## config.mk

```make
export PLATFORM = sky130hd
export DESIGN_NAME = cmq_cell
export DESIGN_NICKNAME = d
export VERILOG_FILES = /design/src/sv/cmq_pkg.sv /design/src/sv/cmq_cell.sv
export SDC_FILE = /design/constraint.sdc
export NUM_CORES = 2
export LEC_CHECK = 0
export BUFFER_PORTS_ARGS = -buffer_cell sky130_fd_sc_hd__buf_2
export CORE_AREA = 2 2 428 430
export CTS_CLUSTER_SIZE = 30
export DETAILED_ROUTE_END_ITERATION = 12
export DIE_AREA = 0 0 430 432
export PLACE_DENSITY = 0.46
export SLEW_MARGIN = 5
export SYNTH_ARGS = -nofsm -noshare
export SYNTH_HDL_FRONTEND = slang
export SYNTH_SLANG_ARGS = --single-unit
```

## constraint.sdc

```tcl
create_clock -name i_clk -period 18.95 [get_ports i_clk]
set_input_delay 0.9475 -clock i_clk [delete_from_list [all_inputs] [get_ports i_clk]]
set_output_delay 0.9475 -clock i_clk [all_outputs]
set_load 0.03 [all_outputs]
```

## src/sv/cmq_pkg.sv

```systemverilog
package cmq_pkg;

    localparam int PHI_W     = 16;
    localparam int QW_W      = 15;
    localparam int QV_W      = 16;
    localparam int Q_W       = 15;
    localparam int NUM_BITS  = 15;
    localparam int NUM_LANES = 4;
    localparam int NUM_VEC   = 3;
    localparam int MAG_W     = 16;
    localparam int SQ_W      = 32;
    localparam int S_W       = 32;
    localparam int U_W       = 48;
    localparam int D_W       = 64;

    localparam logic [Q_W-1:0] Q_MAX = 15'd16384;

    // Lane order inside a stage: the scalar part first, then the vector parts.
    localparam int LANE_W = 0;
    localparam int LANE_X = 1;
    localparam int LANE_Y = 2;
    localparam int LANE_Z = 3;

    // One square-root search: residual d = num - (2q-1)^2 * s and u = (2q-1) * s.
    typedef struct packed {
        logic signed [D_W-1:0] d;
        logic signed [U_W-1:0] u;
        logic [Q_W-1:0]        q;
    } t_lane;

    typedef struct packed {
        t_lane [NUM_LANES-1:0] lane;
        logic [S_W-1:0]        s;
        logic [NUM_VEC-1:0]    neg;
    } t_stage;

endpackage

```

## src/sv/cmq_cell.sv

```systemverilog
module cmq_cell #(
    parameter int BIT = 0
) (
    input  logic            i_clk,
    input  logic            i_rst_n,
    input  logic            i_valid,
    output logic            o_ready,
    input  cmq_pkg::t_stage i_data,
    output logic            o_valid,
    input  logic            i_ready,
    output cmq_pkg::t_stage o_data
);
    import cmq_pkg::*;

    localparam logic [Q_W-1:0] CAND_BIT = Q_W'(1) << BIT;

    logic                  r_valid;
    t_stage                r_data;
    t_stage                n_data;

    logic signed [D_W-1:0] s_ext;
    logic signed [U_W-1:0] s_u;
    logic [Q_W-1:0]        cand  [NUM_LANES];
    logic signed [D_W-1:0] u_ext [NUM_LANES];
    logic signed [D_W-1:0] step  [NUM_LANES];
    logic signed [D_W-1:0] trial [NUM_LANES];
    logic                  take  [NUM_LANES];

    assign s_ext = $signed({{(D_W-S_W){1'b0}}, i_data.s});
    assign s_u   = $signed({{(U_W-S_W){1'b0}}, i_data.s});

    // Setting bit BIT moves t = 2q-1 up by 2^(BIT+1), so t^2 * s grows by
    // 2^(BIT+2) * u + 2^(2*BIT+2) * s, and u grows by 2^(BIT+1) * s.
    always_comb begin
        n_data = i_data;
        for (int l = 0; l < NUM_LANES; l++) begin
            cand[l]  = i_data.lane[l].q | CAND_BIT;
            u_ext[l] = {{(D_W-U_W){i_data.lane[l].u[U_W-1]}}, i_data.lane[l].u};
            step[l]  = (u_ext[l] <<< (BIT + 2)) + (s_ext <<< (2 * BIT + 2));
            trial[l] = i_data.lane[l].d - step[l];
            take[l]  = (cand[l] <= Q_MAX) && !trial[l][D_W-1];
            if (take[l]) begin
                n_data.lane[l].d = trial[l];
                n_data.lane[l].u = i_data.lane[l].u + (s_u <<< (BIT + 1));
                n_data.lane[l].q = cand[l];
            end
        end
    end

    assign o_ready = !r_valid || i_ready;

    always_ff @(posedge i_clk) begin
        if (!i_rst_n) begin
            r_valid <= 1'b0;
        end else if (o_ready) begin
            r_valid <= i_valid;
        end
        if (o_ready && i_valid) begin
            r_data <= n_data;
        end
    end

    assign o_valid = r_valid;
    assign o_data  = r_data;

endmodule

```

==> metrics.cfg <==
[clock_network]
holdBufCountCts=0
cts_buffers=79
clkTransAtPathRegs_ps=60
cts_setup_buffers=0
cts_root_buffer=clkbuf_16
cts_tree=done
post_cts_resize_count=0
clk_path_buf_depth=3
htreeDepth=3
insertion_delay_ps=710
cts_sinks=544

[setup_path]
path_class=in -> reg
worst_path_max_delay_cell=buf_4
cp_top_family=buffers and inverters
path_cells=buf_2 > inv_1 > fa_1 > ha_1 > o211ai_2 > a21oi_2 > or2_1 > a21oi_2 > a31oi_1 > a31o_1 > a31oi_2 > mux2i_4 > buf_4 > buf_4 > nor2b_1 > nand3_1 > xnor2_1
arrival_ps=6700
worstRegToRegCells=5
reg2reg_from=o_valid
path_depth=17
cp.required_ps=19400
crit_fanout=91
endpoint=o_data[85]
worst_r2r_endpoint=o_data[273]
cp-end-kind=flop
startpoint=i_data[3]
crit_buf_inv=4
max_stage_delay_ps=710
r2r_setup_slack_ps=14840
cp-start-kind=primary input

[layout]
area_growth_pct=22.2
drive_gt1_share_pct=20.7
fin_nets=7508
postLayoutCellArea_um2=58600
instances_no_fill=8802
fillers=19100

[yosys]
synth_top_cell_area_share_pct=34.0
synth_seq_cells=544
synth_fa_ha_area_share_pct=18.4
synth_flop_cell=edfxtp_1
synth-seq-area-share_pct=34.0
synth_top_cell_by_area=edfxtp_1
synth-edff-count=543
synth_top_family_by_area=compound AO/OA/AOI/OAI gates
avgSynthCellArea_um2=9.03
synth.most_common_cell=nand2_1
synth_common_cells=nand2_1 (631), inv_1 (627), edfxtp_1 (543)
syn_nets=6490
synthSimpleGateAreaFrac_pct=13.3
syn_inst=5315
synthesis.area_um2=48000
synthMuxAreaShare_pct=0.579
synth_warnings=0
yosys-top-cells-area=edfxtp_1 (34%), ha_1 (13%), fa_1 (5.5%)
synth-async-reset-ratio_pct=0
synth_compound_area_share_pct=19.6
synth_cell_types=107
synthXorXnorAreaFrac_pct=7.36

[sta]
finalSetupViolCount=0
min_period_ps=6250
finalSetupTns_ps=0
tightest_slew_ps=1140
rsz0062_at_grt=no
timing.fmax_mhz=160
slew_violations=0
fin_crit_sh_pct=33.0
finalHoldViolCount=0
finClkSkew_ps=39.4
slew_headroom_pct=23.8

[die]
die_y_um=432
die_area_um2=186000
die_w_um=430
coreArea_um2=182000
row_count=157
initial_utilization_pct=26.4
pin_count=1092

[placed_design]
dp_hpwl_mm=187
port_buffers=1091
post_dp_cell_area_um2=55800
gp_congestion=0.930
dp_cells=8637

[routing]
drc_errors=0
vias=43200
vias_per_cell=4.91
routed_wl_mm=226
ant_nets=0
firstDrtPassIters=6
drt_iter0_markers=2492
wl_per_cell_um=25.7

[hold_path]
hold_class=in -> reg
hold_depth=1

[grt]
first_global_vias=42800
grt_max_degree=108
globalRoute.totalOverflow=0
grt_pass1_wl_mm=313
grt.total_usage_pct=23.6
antenna_found_initial=69

[pwr]
leakagePower_nw=26.9
power.density_nw_per_um2=95.3
ir_worst_vdd_v=0.0000632

[run]
drv_cap=0

[status]
status=finished clean

## sequential cells by signal (all words and copies together) (netlist names)
register	flops
o_valid	1
o_data	543
## power breakdown
part           internal (mW)  switching [mW]
logic                  0.772            1.59
clock network          0.980           0.630
registers               1.54          0.0736
## final cells by class
type | instances | area [um^2] | share of cell area, %
timing repair buffer | 1122 | 5690 | 9.71
multi-input combinational | 3959 | 28500 | 48.6
sequential | 544 | 16300 | 27.8
antenna | 23 | 57.6 | 0.0982
tap | 2385 | 2980 | 5.09
clock inverter | 45 | 574 | 0.980
clock buffer | 97 | 2150 | 3.67
inverter | 627 | 2350 | 4.01
## layer usage
metal  share of wire (%)  GRT usage [%]  routed length (um)  vias up
li1                    -              -                   -    20900
met1                  41           28.0               92200    20700
met2                  48           40.3              109000     1240
met3                 4.9           4.15               11200      363
met4                 5.9           12.9               13500       10
met5               0.031              0                  69        -
## per-stage QoR
| step | hold slack (ps) | power [mW] | setup WS [ps] | utilization [%] |
|---|---|---|---|---|
| floorplan | 885 | 3.22 | 4420 | - |
| global placement | 526 | 4.00 | 12090 | 30.7 |
| detailed placement | 537 | 4.00 | 11970 | 30.7 |
| CTS | 325 | 5.65 | 12740 | 32.2 |
| global route | 375 | 5.91 | 12320 | 32.3 |
| finish | 419 | 5.58 | 12700 | 32.3 |
## cells in the final DEF, fill, tap and decap left out, types with 65 or more instances in the layout
master / n
a21oi_1: 419
inv_1: 627
buf_2: 1091
a21o_1: 186
nand4_1: 79
edfxtp_1: 543
o21ai_0: 516
and3_1: 65
ha_1: 496
fa_1: 132
xnor2_1: 213
nand2_1: 631
xor2_1: 190
nor2_1: 229
clkbuf_16: 83
nand3_1: 79
## how the worst min path moves through the flow
| stage | startpoint | to | slack, ps |
|---|---|---|---|
| 2_1_floorplan | o_valid | o_valid | 880 |
| 3_3_place_gp | o_valid | o_valid | 530 |
| 3_5_place_dp | o_valid | o_valid | 540 |
| 4_1_cts | i_data[170] | o_data[170] | 330 |
| 5_1_grt | i_data[39] | o_data[39] | 370 |
| 6_report | i_data[302] | o_data[302] | 420 |
## worst reg2reg max path, stage by stage, from the launching register on
cell and delay [ps]:
dfxtp_1 310, nand2b_1 100, and2_4 660, buf_4 720, buf_4 950, buf_4 910
## cell families (layout without fill, tap and decap cells)
group           count (synthesis)  after routing
other cells                     0             23
xor+xnor                      403            403
mux                            25             25
fa+ha+maj                     628            628
compound gates               1537           1537
flops                         544            544
simple gates                 1366           1366
buf+inv                       812           1891
(Power assumes the default switching activity.)
