`src/sv/cmq_pkg.sv`:
```
package cmq_pkg;

    localparam int PHI_W     = 16;
    localparam int QW_W      = 15;
    localparam int QV_W      = 16;
    localparam int Q_W       = 15;
    localparam int NUM_BITS  = 15;
    localparam int NUM_LANES = 4;
    localparam int NUM_VEC   = 3;
    localparam int MAG_W     = 16;
    localparam int SQ_W      = 32;
    localparam int S_W       = 32;
    localparam int U_W       = 48;
    localparam int D_W       = 64;

    localparam logic [Q_W-1:0] Q_MAX = 15'd16384;

    // Lane order inside a stage: the scalar part first, then the vector parts.
    localparam int LANE_W = 0;
    localparam int LANE_X = 1;
    localparam int LANE_Y = 2;
    localparam int LANE_Z = 3;

    // One square-root search: residual d = num - (2q-1)^2 * s and u = (2q-1) * s.
    typedef struct packed {
        logic signed [D_W-1:0] d;
        logic signed [U_W-1:0] u;
        logic [Q_W-1:0]        q;
    } t_lane;

    typedef struct packed {
        t_lane [NUM_LANES-1:0] lane;
        logic [S_W-1:0]        s;
        logic [NUM_VEC-1:0]    neg;
    } t_stage;

endpackage

```
`src/sv/cmq_prep.sv`:
```
module cmq_prep (
    input  logic                             i_clk,
    input  logic                             i_rst_n,
    input  logic                             i_valid,
    output logic                             o_ready,
    input  logic signed [cmq_pkg::PHI_W-1:0] i_phi_x,
    input  logic signed [cmq_pkg::PHI_W-1:0] i_phi_y,
    input  logic signed [cmq_pkg::PHI_W-1:0] i_phi_z,
    output logic                             o_valid,
    input  logic                             i_ready,
    output cmq_pkg::t_stage                  o_data
);
    import cmq_pkg::*;

    logic [PHI_W-1:0]   phi [NUM_VEC];
    logic [MAG_W-1:0]   mag [NUM_VEC];
    logic [NUM_VEC-1:0] sgn;

    logic               r_v1;
    logic [SQ_W-1:0]    r_sq [NUM_VEC];
    logic [NUM_VEC-1:0] r_neg;
    logic               rdy1;

    logic               r_v2;
    t_stage             r_data;
    t_stage             n_data;
    logic               rdy2;
    logic [S_W-1:0]     s_sum;
    logic signed [D_W-1:0] s_ext;

    assign phi[0] = i_phi_x;
    assign phi[1] = i_phi_y;
    assign phi[2] = i_phi_z;

    always_comb begin
        for (int i = 0; i < NUM_VEC; i++) begin
            sgn[i] = phi[i][PHI_W-1];
            mag[i] = sgn[i] ? MAG_W'(~phi[i] + 1'b1) : MAG_W'(phi[i]);
        end
    end

    assign rdy2    = !r_v2 || i_ready;
    assign rdy1    = !r_v1 || rdy2;
    assign o_ready = rdy1;

    always_ff @(posedge i_clk) begin
        if (!i_rst_n) begin
            r_v1 <= 1'b0;
        end else if (rdy1) begin
            r_v1 <= i_valid;
        end
        if (rdy1 && i_valid) begin
            for (int i = 0; i < NUM_VEC; i++) begin
                r_sq[i] <= mag[i] * mag[i];
            end
            r_neg <= sgn;
        end
    end

    // s = 2^24 + sum of squares; the scalar lane compares against 2^54 and the
    // vector lanes against a^2 * 2^30. The search starts from q = 0, so t = -1.
    assign s_sum = S_W'(32'd16777216) + r_sq[0] + r_sq[1] + r_sq[2];
    assign s_ext = $signed({{(D_W-S_W){1'b0}}, s_sum});

    always_comb begin
        n_data     = r_data;
        n_data.s   = s_sum;
        n_data.neg = r_neg;
        n_data.lane[LANE_W].d = $signed(D_W'(64'd1) << 54) - s_ext;
        for (int i = 0; i < NUM_VEC; i++) begin
            n_data.lane[LANE_X+i].d =
                $signed({{(D_W-SQ_W-30){1'b0}}, r_sq[i], 30'd0}) - s_ext;
        end
        for (int l = 0; l < NUM_LANES; l++) begin
            n_data.lane[l].u = -$signed({{(U_W-S_W){1'b0}}, s_sum});
            n_data.lane[l].q = '0;
        end
    end

    always_ff @(posedge i_clk) begin
        if (!i_rst_n) begin
            r_v2 <= 1'b0;
        end else if (rdy2) begin
            r_v2 <= r_v1;
        end
        if (rdy2 && r_v1) begin
            r_data <= n_data;
        end
    end

    assign o_valid = r_v2;
    assign o_data  = r_data;

endmodule

```
`config.mk`:
```
export PLATFORM = sky130hd
export DESIGN_NAME = cmq_prep
export DESIGN_NICKNAME = d
export VERILOG_FILES = /design/src/sv/cmq_pkg.sv /design/src/sv/cmq_prep.sv
export SDC_FILE = /design/constraint.sdc
export NUM_CORES = 2
export LEC_CHECK = 0
export ABC_AREA = 1
export ABC_CLOCK_PERIOD_IN_PS = 17100
export BUFFER_PORTS_ARGS = -buffer_cell sky130_fd_sc_hd__buf_2
export CAP_MARGIN = 5
export CORE_AREA = 2 2 295 297
export DETAILED_ROUTE_END_ITERATION = 8
export DIE_AREA = 0 0 297 299
export PLACE_DENSITY = 0.76
export REMOVE_ABC_BUFFERS = 1
export SYNTH_ARGS = -nofsm -noshare
export SYNTH_HDL_FRONTEND = slang
export SYNTH_SLANG_ARGS = --single-unit
```
`constraint.sdc`:
```
create_clock -name i_clk -period 17.1 [get_ports i_clk]
set_clock_uncertainty 0.2 [all_clocks]
set_input_delay 2.565 -clock i_clk [delete_from_list [all_inputs] [get_ports i_clk]]
set_output_delay 2.565 -clock i_clk [all_outputs]
set_load 0.02 [all_outputs]
```
==> flow_summary.rst <==
.. list-table::
   :header-rows: 1

   * - Metric
     - Value
   * - Outcome
     - completed
   * - Period utilization
     - between 60% and 70%
   * - Part of the Yosys area used for sequential elements
     - between 20% and 30%
   * - First-pass GRT wire length
     - between 150 and 200 mm
   * - Crit path launch type
     - primary input
   * - Ratio of cells with drive above 1 in the final layout
     - roughly 13%
   * - # resized after CTS
     - 0
   * - Fraction of post-synthesis cell area in the top cell type by area
     - about 25%
   * - Number of pins with negative max-slew slack in the final report
     - 0
   * - Unrepaired setup endpoints after global routing
     - false
   * - Starting utilization of the core area
     - between 40 and 50%
   * - Depth of the worst register-to-register path
     - 21
   * - Slack of the worst reg-to-reg path
     - approximately 12,000 ps
   * - Largest net degree at the start of global routing
     - 73
   * - MaxCap Viol Count
     - 0
   * - Asr flop ratio synth
     - 0%
   * - Number of iterations in the first detailed-routing pass
     - 8
   * - TritonCTS clock tree
     - built
   * - TritonCTS sink count
     - ~290
   * - Die Span X
     - around 300 um
   * - Crit path max-delay cell type
     - a21boi_0
   * - Placed Cells
     - approximately 6,600
   * - GRT Overall Usage
     - ~27%
   * - Crit path from
     - i_phi_y[0]
   * - Number of distinct library cells after synthesis
     - 55
   * - Via count of the first global-routing pass
     - between 30,000 and 40,000
   * - Largest driver fanout on the critical path
     - 17
   * - Post-CTS repair timing setup buffer count
     - 0
   * - Ys flop type
     - edfxtp_1
   * - H-tree levels
     - 1
   * - Number of clock buffers inserted by TritonCTS
     - 30
   * - Critical Path Most Common Cell
     - fa_1
   * - Longest individual stage delay on the worst path
     - just over 700 ps
   * - Post-synthesis average cell area
     - roughly 8.2 um2
   * - EDFF count, synth
     - roughly 280
   * - Timing-limited maximum frequency
     - between 90 and 100 MHz
   * - Area of the die
     - just under 0.09 mm2
   * - Critical path required time
     - approximately 17,000 ps
   * - Source-to-sink clock delay at the later pin of the worst-skew pair
     - roughly 600 ps
   * - Reg2reg start
     - r_sq[0][20]
   * - Gate count of the mapped netlist
     - around 5,200
   * - Signal arrival time at the worst endpoint
     - 10,640 ps
   * - Destination of the worst register-to-register timing path
     - o_data[411]
   * - Total vias in the final route
     - 34,076
   * - Synth area leaders
     - fa_1 (25%), edfxtp_1 (20%), inv_1 (10%)
   * - Hold Vio Cnt, Final
     - 0
   * - Max-Slew Margin vs Limit
     - 25.9%
   * - Number of standard cells in the layout, taps in and fillers out
     - between 6,000 and 7,000
   * - Setup TNS
     - 0 ps
   * - Area Growth Syn to Fin
     - 6.38%
   * - Cell at the root of the clock tree
     - clkbuf_16
   * - Post-DRT Antenna Nets
     - 0
   * - Synth cell count leaders
     - inv_1 (1,173), nand2_1 (1,009), fa_1 (526)
   * - Core region area
     - 0.0859 mm2
   * - Number of standard-cell rows in the floorplan
     - 108
   * - Final antenna diode count
     - 0
   * - Worst Path Class, Setup
     - in2reg
   * - Number of buffers inserted by hold repair at cts
     - 0
   * - Kind of capture point of the worst setup path
     - flop
   * - Initial antenna violation count
     - 0
   * - Hpwl dp
     - ~100 mm
   * - Boundary pin count
     - about 600
   * - Class of the tightest hold or removal check
     - reg2reg
   * - Final net count
     - 6,405
   * - GPL Wtd Cong
     - around 0.98
   * - Minimum clock period after layout
     - roughly 11,000 ps
   * - Most area-hungry cell type in the Yosys netlist
     - fa_1
   * - Cell with the most instances after synthesis
     - inv_1
   * - Die outline height
     - ~300 um
   * - DRC violations left
     - 0
   * - FF+latch count, synth
     - ~290
   * - Grt ovf
     - 0
   * - Final setup violating endpoints
     - 0
   * - Clock buffer depth
     - 3
   * - Avg WL per Cell
     - about 18 um
   * - Number of DRC violations after detailed-routing iteration 0
     - roughly 2,300
   * - End point of the critical path
     - r_sq[0][61]
   * - Vias per cell
     - 5.12
   * - Number of buffer cells added on primary ports
     - roughly 530
   * - Clk slew on worst S/H paths
     - ~60 ps
   * - Post-Syn Area
     - 0.0425 mm2
   * - Synthesis warning total
     - 0
   * - Transition time at the pin with the least slew margin
     - approximately 1100 ps
   * - Wirelength, routed
     - 121 mm
-- placed cells by master, fill, tap and decap left out, types with 14 or more instances in the layout --
cell | netlist | layout
nor3_1 | 61 | 61
inv_1 | 1173 | 1172
nand3_2 | 20 | 20
a21oi_1 | 120 | 119
xnor2_1 | 41 | 41
nand4_1 | 71 | 71
inv_2 | 14 | 14
clkbuf_16 | 0 | 31
nand3_1 | 207 | 207
conb_1 | 2 | 104
nor2_1 | 508 | 508
o21ai_0 | 72 | 72
clkinv_1 | 15 | 19
edfxtp_1 | 283 | 283
nor2_2 | 23 | 23
nand2_1 | 1009 | 1009
buf_2 | 2 | 527
nand3b_1 | 41 | 41
xor2_1 | 105 | 105
fa_1 | 526 | 526
nand2_2 | 36 | 36
ha_1 | 350 | 350
-- routing by layer --
metal / GRT usage [%] / up-vias / share of wire, %
li1: - / 16027 / -
met1: 35.6 / 16374 / 41
met2: 44.5 / 1425 / 46
met3: 3.75 / 250 / 7.3
met4: 13.6 / 0 / 5.7
met5: 0 / - / 0
-- flip-flops by register name, indices dropped and copies added (netlist names) --
| name | cells |
|---|---|
| o_data | 187 |
| r_sq | 93 |
| o_valid | 1 |
| r_v1 | 1 |
| r_neg | 3 |
-- layout make-up --
| type | instances | area, um2 |
|---|---|---|
| Clock inverter | 23 | 228 |
| Tap cell | 1155 | 1450 |
| Timing Repair Buffer | 539 | 2730 |
| Sequential cell | 285 | 8540 |
| Clock buffer | 33 | 783 |
| Multi-Input combinational cell | 3419 | 27000 |
| Fill cell | 8049 | 40700 |
| Inverter | 1202 | 4510 |
-- through the flow --
step | instance area, um2 | setup slack, ps | util [%] | hold slack, ps
final | 45200 | 6590 | 52.6 | 225
after global routing | 45200 | 6060 | 52.6 | 231
after CTS | 45200 | 6660 | 52.6 | 221
after detailed placement | 44200 | 6040 | 51.4 | 207
after global placement | 44200 | 6330 | 51.4 | 205
after floorplan | 40000 | 4530 | - | 200
-- worst min-delay path by stage --
stage	from	endpoint	slack, ps	depth (start not counted)
floorplan	r_neg[0]	o_data[0]	200	0
global placement	r_neg[1]	o_data[1]	200	0
detailed placement	r_neg[2]	o_data[2]	210	0
CTS	r_neg[2]	o_data[2]	220	0
global route	r_neg[2]	o_data[2]	230	0
finish	r_neg[2]	o_data[2]	220	0
-- critical path: cells and delay by family --
| kind | cells | cell delay (ps) |
|---|---|---|
| xor gates and xnor gates | 2 | 220 |
| buffers and inverters | 7 | 1380 |
| adders and majority gates | 8 | 3850 |
| and+or+nand+nor | 6 | 810 |
| AOI/OAI and AO/OA | 7 | 1800 |
-- cell families (layout without fill, tap and decap cells) --
kind of cell,after synthesis,after routing,share of synthesized area [%]
other cells,2,104,0.0177
flops,285,285,20.1
xor+xnor,146,146,3.01
buf+inv,1604,1797,17.4
fa+ha+maj,876,876,35.1
simple gates,2045,2045,21.2
compound gates,248,248,3.26
Power is left out: the tool's default activity adds up to more than one toggle a clock period on the data nets, which glitch-free logic cannot reach.
